===== src/hdl/hpe_pkg.sv =====
`timescale 1ns / 1ps
`default_nettype none

package hpe_pkg;

  // Block geometry
  localparam int MAX_ELEMENTS = 16;
  localparam int DATA_WIDTH   = 32;
  localparam int IDX_W        = $clog2(MAX_ELEMENTS);
  localparam int CNT_W        = $clog2(MAX_ELEMENTS + 1);
  localparam int PTR_W        = CNT_W + 1;

  // Output tdata layout: value_res, position, split_index, zero fill
  localparam int OUT_FIELDS_W = DATA_WIDTH + IDX_W + CNT_W;
  localparam int OUT_TDATA_W  = ((OUT_FIELDS_W + 7) / 8) * 8;

  // Sequencer states
  typedef enum logic [11:0] {
    ST_LOAD  = 12'b0000_0000_0001,
    ST_PRD   = 12'b0000_0000_0010,
    ST_PIV   = 12'b0000_0000_0100,
    ST_OUTER = 12'b0000_0000_1000,
    ST_LREQ  = 12'b0000_0001_0000,
    ST_LCHK  = 12'b0000_0010_0000,
    ST_RREQ  = 12'b0000_0100_0000,
    ST_RCHK  = 12'b0000_1000_0000,
    ST_DEC   = 12'b0001_0000_0000,
    ST_SWA   = 12'b0010_0000_0000,
    ST_SWB   = 12'b0100_0000_0000,
    ST_EWAIT = 12'b1000_0000_0000
  } state_t;

endpackage

`default_nettype wire


===== src/hdl/hoare_partition_engine_unit.sv =====
// Load: one item per cycle into the element store; the item with tlast starts the partition.
// Partition: ST_PRD and ST_PIV fetch the pivot (element 0); each round then runs ST_OUTER,
// the scans (ST_LREQ/ST_LCHK, ST_RREQ/ST_RCHK), ST_DEC and, unless crossed, ST_SWA/ST_SWB.
// Emit: follows the final pointer check, one result per cycle while the output is not stalled.
// Reset (rst_n low, synchronous) clears the sequencer, count, pointers and output valid;
// the element store is not cleared and only written entries are ever read.
`timescale 1ns / 1ps
`default_nettype none

module hoare_partition_engine_unit (
  input  wire logic                                clk,
  input  wire logic                                rst_n,
  // input stream
  input  wire logic                                in_tvalid,
  output logic                                     in_tready,
  input  wire logic [hpe_pkg::DATA_WIDTH-1:0]      in_tdata,   // [31:0] value
  input  wire logic                                in_tlast,   // is_last
  // result stream
  output logic                                     out_tvalid,
  input  wire logic                                out_tready,
  output logic [hpe_pkg::OUT_TDATA_W-1:0]          out_tdata,  // value_res, position, split_index
  output logic                                     out_tlast   // is_last_res
);
  import hpe_pkg::*;

  // element store
  logic [DATA_WIDTH-1:0] mem [MAX_ELEMENTS];
  logic [DATA_WIDTH-1:0] rdata_r;
  logic [IDX_W-1:0]      rd_addr;
  logic                  mem_we;
  logic [IDX_W-1:0]      wr_addr;
  logic [DATA_WIDTH-1:0] wr_data;

  // control and working registers
  state_t                  state_r, state_nxt;
  logic [CNT_W-1:0]        count_r, count_nxt;
  logic [CNT_W-1:0]        small_r, small_nxt;
  logic signed [PTR_W-1:0] large_r, large_nxt;
  logic [IDX_W-1:0]        k_r, k_nxt;
  logic [DATA_WIDTH-1:0]   piv_r, piv_nxt;
  logic [DATA_WIDTH-1:0]   vl_r, vl_nxt;
  logic [DATA_WIDTH-1:0]   vr_r, vr_nxt;

  // output register
  logic                  out_valid_r, out_valid_nxt;
  logic                  out_last_r, out_last_nxt;
  logic [DATA_WIDTH-1:0] out_value_r, out_value_nxt;
  logic [IDX_W-1:0]      out_pos_r, out_pos_nxt;
  logic [CNT_W-1:0]      out_split_r, out_split_nxt;

  // helpers
  logic                  in_acc;
  logic                  out_free;
  logic [CNT_W-1:0]      small_p1;
  logic signed [PTR_W-1:0] large_m1;
  logic signed [PTR_W-1:0] small_s;
  logic                  cross_ok;
  logic                  emit_last;

  assign in_acc    = in_tvalid && in_tready;
  assign out_free  = !out_valid_r || out_tready;
  assign small_p1  = small_r + CNT_W'(1);
  assign large_m1  = large_r - PTR_W'(1);
  assign small_s   = $signed({1'b0, small_r});
  assign cross_ok  = small_s <= large_r;
  assign emit_last = ({1'b0, k_r} == (count_r - CNT_W'(1)));

  assign in_tready  = (state_r == ST_LOAD);
  assign out_tvalid = out_valid_r;
  assign out_tlast  = out_last_r;
  assign out_tdata  = {{(OUT_TDATA_W - OUT_FIELDS_W){1'b0}}, out_split_r, out_pos_r, out_value_r};

  // sequencer
  always_comb begin
    state_nxt     = state_r;
    count_nxt     = count_r;
    small_nxt     = small_r;
    large_nxt     = large_r;
    k_nxt         = k_r;
    piv_nxt       = piv_r;
    vl_nxt        = vl_r;
    vr_nxt        = vr_r;
    out_valid_nxt = out_valid_r && !out_tready;
    out_last_nxt  = out_last_r;
    out_value_nxt = out_value_r;
    out_pos_nxt   = out_pos_r;
    out_split_nxt = out_split_r;
    rd_addr       = k_r;
    mem_we        = 1'b0;
    wr_addr       = count_r[IDX_W-1:0];
    wr_data       = in_tdata;

    unique case (state_r)
      ST_LOAD: begin
        if (in_acc) begin
          // store saturates: extra words are dropped
          if (count_r < CNT_W'(MAX_ELEMENTS)) begin
            mem_we    = 1'b1;
            count_nxt = count_r + CNT_W'(1);
          end
          if (in_tlast) state_nxt = ST_PRD;
        end
      end
      ST_PRD: begin
        rd_addr   = '0;
        state_nxt = ST_PIV;
      end
      ST_PIV: begin
        piv_nxt   = rdata_r;
        small_nxt = '0;
        large_nxt = $signed({1'b0, count_r}) - PTR_W'(1);
        state_nxt = ST_OUTER;
      end
      ST_OUTER: begin
        if (cross_ok) begin
          state_nxt = ST_LREQ;
        end else begin
          rd_addr   = '0;
          k_nxt     = '0;
          state_nxt = ST_EWAIT;
        end
      end
      // left scan: skip elements below the pivot
      ST_LREQ: begin
        if (small_r < count_r) begin
          rd_addr   = small_r[IDX_W-1:0];
          state_nxt = ST_LCHK;
        end else begin
          state_nxt = ST_RREQ;
        end
      end
      ST_LCHK: begin
        if ($signed(rdata_r) < $signed(piv_r)) begin
          small_nxt = small_p1;
          if (small_p1 < count_r) rd_addr = small_p1[IDX_W-1:0];
          else                    state_nxt = ST_RREQ;
        end else begin
          vl_nxt    = rdata_r;
          state_nxt = ST_RREQ;
        end
      end
      // right scan: skip elements above the pivot
      ST_RREQ: begin
        if (!large_r[PTR_W-1]) begin
          rd_addr   = large_r[IDX_W-1:0];
          state_nxt = ST_RCHK;
        end else begin
          state_nxt = ST_DEC;
        end
      end
      ST_RCHK: begin
        if ($signed(rdata_r) > $signed(piv_r)) begin
          large_nxt = large_m1;
          if (!large_m1[PTR_W-1]) rd_addr = large_m1[IDX_W-1:0];
          else                    state_nxt = ST_DEC;
        end else begin
          vr_nxt    = rdata_r;
          state_nxt = ST_DEC;
        end
      end
      ST_DEC: begin
        state_nxt = cross_ok ? ST_SWA : ST_OUTER;
      end
      // swap, one write per cycle
      ST_SWA: begin
        mem_we    = 1'b1;
        wr_addr   = small_r[IDX_W-1:0];
        wr_data   = vr_r;
        state_nxt = ST_SWB;
      end
      ST_SWB: begin
        mem_we    = 1'b1;
        wr_addr   = large_r[IDX_W-1:0];
        wr_data   = vl_r;
        small_nxt = small_p1;
        large_nxt = large_m1;
        state_nxt = ST_OUTER;
      end
      // emit: rdata_r holds element k; read k+1 as k leaves
      ST_EWAIT: begin
        if (out_free) begin
          out_valid_nxt = 1'b1;
          out_value_nxt = rdata_r;
          out_pos_nxt   = k_r;
          out_split_nxt = small_r;
          out_last_nxt  = emit_last;
          if (emit_last) begin
            count_nxt = '0;
            state_nxt = ST_LOAD;
          end else begin
            k_nxt   = k_r + IDX_W'(1);
            rd_addr = k_r + IDX_W'(1);
          end
        end
      end
      default: begin
        state_nxt = ST_LOAD;
      end
    endcase
  end

  // store: one write, one registered read per cycle
  always_ff @(posedge clk) begin
    if (mem_we) mem[wr_addr] <= wr_data;
    rdata_r <= mem[rd_addr];
  end

  // control registers
  always_ff @(posedge clk) begin
    if (!rst_n) begin
      state_r     <= ST_LOAD;
      count_r     <= '0;
      small_r     <= '0;
      large_r     <= '0;
      k_r         <= '0;
      piv_r       <= '0;
      out_valid_r <= 1'b0;
    end else begin
      state_r     <= state_nxt;
      count_r     <= count_nxt;
      small_r     <= small_nxt;
      large_r     <= large_nxt;
      k_r         <= k_nxt;
      piv_r       <= piv_nxt;
      out_valid_r <= out_valid_nxt;
    end
  end

  // payload registers
  always_ff @(posedge clk) begin
    vl_r        <= vl_nxt;
    vr_r        <= vr_nxt;
    out_last_r  <= out_last_nxt;
    out_value_r <= out_value_nxt;
    out_pos_r   <= out_pos_nxt;
    out_split_r <= out_split_nxt;
  end

  // checks
  a_count_range: assert property (@(posedge clk) disable iff (!rst_n)
    count_r <= CNT_W'(MAX_ELEMENTS))
    else $error("element count above store depth");

  // the left pointer still holds the previous block's value until the pivot is taken
  a_small_bound: assert property (@(posedge clk) disable iff (!rst_n)
    state_r != ST_LOAD && state_r != ST_PRD && state_r != ST_PIV |-> small_r <= count_r)
    else $error("left pointer past end of block");

  a_no_write_emit: assert property (@(posedge clk) disable iff (!rst_n)
    state_r == ST_EWAIT |-> !mem_we)
    else $error("store written during emit");

  a_last_starts: assert property (@(posedge clk) disable iff (!rst_n)
    in_tvalid && in_tready && in_tlast |=> state_r == ST_PRD)
    else $error("final item did not start partition");

endmodule

`default_nettype wire


===== config.mk =====
export PLATFORM = sky130hd
export DESIGN_NAME = hoare_partition_engine_unit
export DESIGN_NICKNAME = d
export VERILOG_FILES = /design/src/hdl/hpe_pkg.sv /design/src/hdl/hoare_partition_engine_unit.sv
export SDC_FILE = /design/constraint.sdc
export NUM_CORES = 1
export LEC_CHECK = 0
export ABC_AREA = 1
export BUFFER_PORTS_ARGS = -buffer_cell sky130_fd_sc_hd__buf_2
export CORE_ASPECT_RATIO = 1.5
export CORE_UTILIZATION = 60
export CTS_BUF_LIST = sky130_fd_sc_hd__clkbuf_4
export CTS_CLUSTER_DIAMETER = 150
export DETAILED_ROUTE_END_ITERATION = 10
export PLACE_DENSITY_LB_ADDON = 0.12
export SETUP_SLACK_MARGIN = 0.15
export SLEW_MARGIN = 0
export SYNTH_ARGS = -nofsm -noshare
export SYNTH_HDL_FRONTEND = slang
export SYNTH_SLANG_ARGS = --single-unit

===== constraint.sdc =====
create_clock -name clk -period 10.92 [get_ports clk]
set_input_delay 0.546 -clock clk [delete_from_list [all_inputs] [get_ports clk]]
set_output_delay 0.546 -clock clk [all_outputs]
set_load 0.02 [all_outputs]

==> run metrics <==
outcome=finished clean; TritonCTS clock tree=yes; cell area after layout=34200 µm²; H-tree Lvls=4; Placer Congestion=between 1 and 1.5; clock root cell=clkbuf_4; DR iter-0 viols=2287; core area=a little over 50000 µm²; Layout Skew=0.0520 ns; dpl cell area=about 32000 µm²; Required @ worst endpoint=about 12 ns; GRT Overall Usage=about a third; Net count, final=3151; Reg2Reg Setup Slack=5.49 ns; Slew Limit Fails=0; Max-Slew Margin vs Limit=between 10% and 20%; max_cap viols=0; hold depth=5; #FFs+latches synth=715; postcts setup bufs=0; Max IR drop VDD=166 µV; initial antenna violation count=4; RSZ-0062 raised after global routing=false; FP Rows=101; Sink Count=715; clock buffer depth=3; FF-to-FF End=rdata_r[13]$_DFF_P_; Critical Path Start Type=flip-flop; worst reg2reg path depth=19; Peak Freq=approximately 0.18 GHz; Final Setup Violations=0; total power=7340 µW; Reg clk slew, reported paths=0.07 ns; worst skew pair latency=0.92 ns; Leak=0.0139 µW; input/output buffers=80; Initial Util=between 60 and 70%; Total Die Area=about 53000 µm²; Yosys warnings=0; synth unique cells=43; # hold bufs at CTS=1; vias in the first global route=21800; EDFF count, synth=~620; via/cell ratio=5.80; Die H=281 µm; top-area cell type share of the netlist area=59.7%; Post-DRT Antenna Nets=0; RR Startpoint=rdata_r[31]$_DFF_P_; setup tns final=0 ns; HP Class=in -> reg; Die X=188 µm; worst slew pin tran=between 1 and 1.5 ns; WHS=0.132 ns; Num CTS Buffers=165; CP Capture Type=flip-flop; synthesized area=31100 µm²; Placed Cells=about 3600; Final Hold Violating Endpoints=0; Area Overhead vs Synth=10.0%; gr ovfl total=0; Post-Synthesis Cells=2943; Power Density=215 nW/µm²; first-pass GRT wire length=124 mm; post-CTS sizing=0; Worst Path Arrival=6.28 ns; ratio of cells with drive above 1 in the final layout=a little over an eighth; top post-synthesis cells by area=edfxtp_1 60%, nand3_1 9.3%, nand2_1 8.7%; Crit Path Category=reg -> reg; wire per inst=21.1 µm; Syn Area/Cell=10.6 µm²; register area share after synthesis=65.9%; Worst Hold Path EP=count_r[1]$_SDFFE_PN0P_; fin crit share=49.7%; commonest register cell after synthesis=edfxtp_1; async set-or-reset flop fraction in the synthesized netlist=0%; final WL=81.8 mm; fin cells=3873; Synth area leader=edfxtp_1; HPWL after DPL=45.3 mm; I/O pin total=88; # DRC=0; largest net degree at the start of global routing=231; post-route minimum period=roughly 5.4 ns; hold_sp=in_tvalid; via count=approximately 22000; maximum fanout along the worst path=150; Initial DRT Pass Iterations=5
[cells by family after synthesis]
family | synth area share, %
flip-flops | 65.9
XOR/XNOR | 0.310
adder cells (fa/ha/maj) | 2.01
buffers and inverters | 6.60
AO/OA/AOI/OAI | 3.66
other | 0.0121
AND/OR/NAND/NOR | 21.5
[worst max path at each step]
stage | end | startpoint | cells after the start | slack (ns)
3_3_place_gp | rdata_r[0]$_DFF_P_ | rdata_r[31]$_DFF_P_ | 19 | 5.62
2_1_floorplan | mem[0][0]$_DFFE_PP_ | state_r[9]$_SDFFE_PN0P_ | 11 | 7.46
6_report | rdata_r[13]$_DFF_P_ | rdata_r[31]$_DFF_P_ | 19 | 5.49
3_5_place_dp | rdata_r[3]$_DFF_P_ | rdata_r[31]$_DFF_P_ | 19 | 5.53
5_1_grt | rdata_r[10]$_DFF_P_ | rdata_r[31]$_DFF_P_ | 18 | 5.06
4_1_cts | rdata_r[13]$_DFF_P_ | rdata_r[31]$_DFF_P_ | 19 | 5.53
[synth_stat cells, types with 3 or more instances]
cell / n
o21ai_1: 3
nor2_4: 4
nand4_1: 13
xor2_1: 7
nand2_1: 717
inv_1: 317
a21oi_1: 84
nand2_2: 3
buf_4: 31
dfxtp_1: 97
nand3_1: 580
edfxtp_1: 618
nand3_2: 4
o22ai_1: 3
ha_1: 50
o21ai_0: 54
nand3b_1: 67
xnor2_1: 4
a22oi_1: 33
nor3_1: 12
clkbuf_1: 54
buf_2: 75
o211ai_1: 6
a211oi_1: 5
inv_2: 3
buf_1: 6
nor2_1: 70
a31oi_1: 4
[cell type report]
type	count	area, µm²
Antenna cell	2	5.00
Clock buffer	247	1850
Sequential cell	715	20500
Fill cell	3962	16700
Clock inverter	58	347
Inverter	322	1210
Timing Repair Buffer	115	691
Tap cell	669	837
Multi-Input combinational cell	1745	8760
[cell usage in the layout (no fill, tap or decap), drive strengths merged, types with 13 or more instances in the layout]
cell | synthesis | final
clkbuf | 54 | 247
nand4 | 13 | 13
a21oi | 84 | 84
nand2 | 720 | 720
nand3b | 67 | 67
a22oi | 33 | 33
dfxtp | 97 | 97
inv | 320 | 325
nor2 | 76 | 76
ha | 50 | 50
nor3 | 13 | 13
o21ai | 57 | 57
buf | 113 | 114
edfxtp | 618 | 618
clkinv | 2 | 49
nand3 | 585 | 585
[routing by layer]
metal / vias to the layer above / part of all wire (%) / GRT usage (%)
met4: 0 / 3.4 / 15.1
met3: 177 / 8.7 / 4.95
met1: 10800 / 38 / 39.9
li1: 10400 / - / -
met5: - / 0 / 0
met2: 1078 / 50 / 53.0
[flip-flops by register name, indices dropped and copies added (netlist names)]
signal and cells:
piv_r 32, out_tvalid 1, count_r 5, k_r 4, mem 512, vr_r 32
out_split_r 5, out_pos_r 4, small_r 5, vl_r 32, rdata_r 32, out_tlast 1
out_value_r 32, state_r 12, large_r 6
[critical path: stages, from the launching register on]
cell	delay, ns
dfxtp_1	0.37
ha_1	0.39
nand2_1	0.13
nor3_2	0.33
and3_1	0.31
nand2_1	0.21
nand2_1	0.13
nand2_1	0.15
nand2_1	0.18
nand2_1	0.09
nand3_1	0.14
nand3_4	0.36
nand2_8	0.86
buf_4	1.00
nand2_1	0.15
nand2_1	0.12
nand2_1	0.05
nand3_1	0.10
nand3_1	0.09
nand2_1	0.11
[power breakdown]
group          total, µW  internal (µW)  switching (µW)
clock               2160           1140            1030
combinational       1800            533            1260
sequential          3380           3190             184
[stage by stage]
| step | worst slack (ns) | util [%] |
|---|---|---|
| after global routing | 5.06 | 67.2 |
| after detailed placement | 5.53 | 62.8 |
| after global placement | 5.62 | 62.8 |
| after floorplan | 7.46 | - |
| final | 5.49 | 67.2 |
| after CTS | 5.53 | 67.1 |
Power figures use the tool's default switching activity.
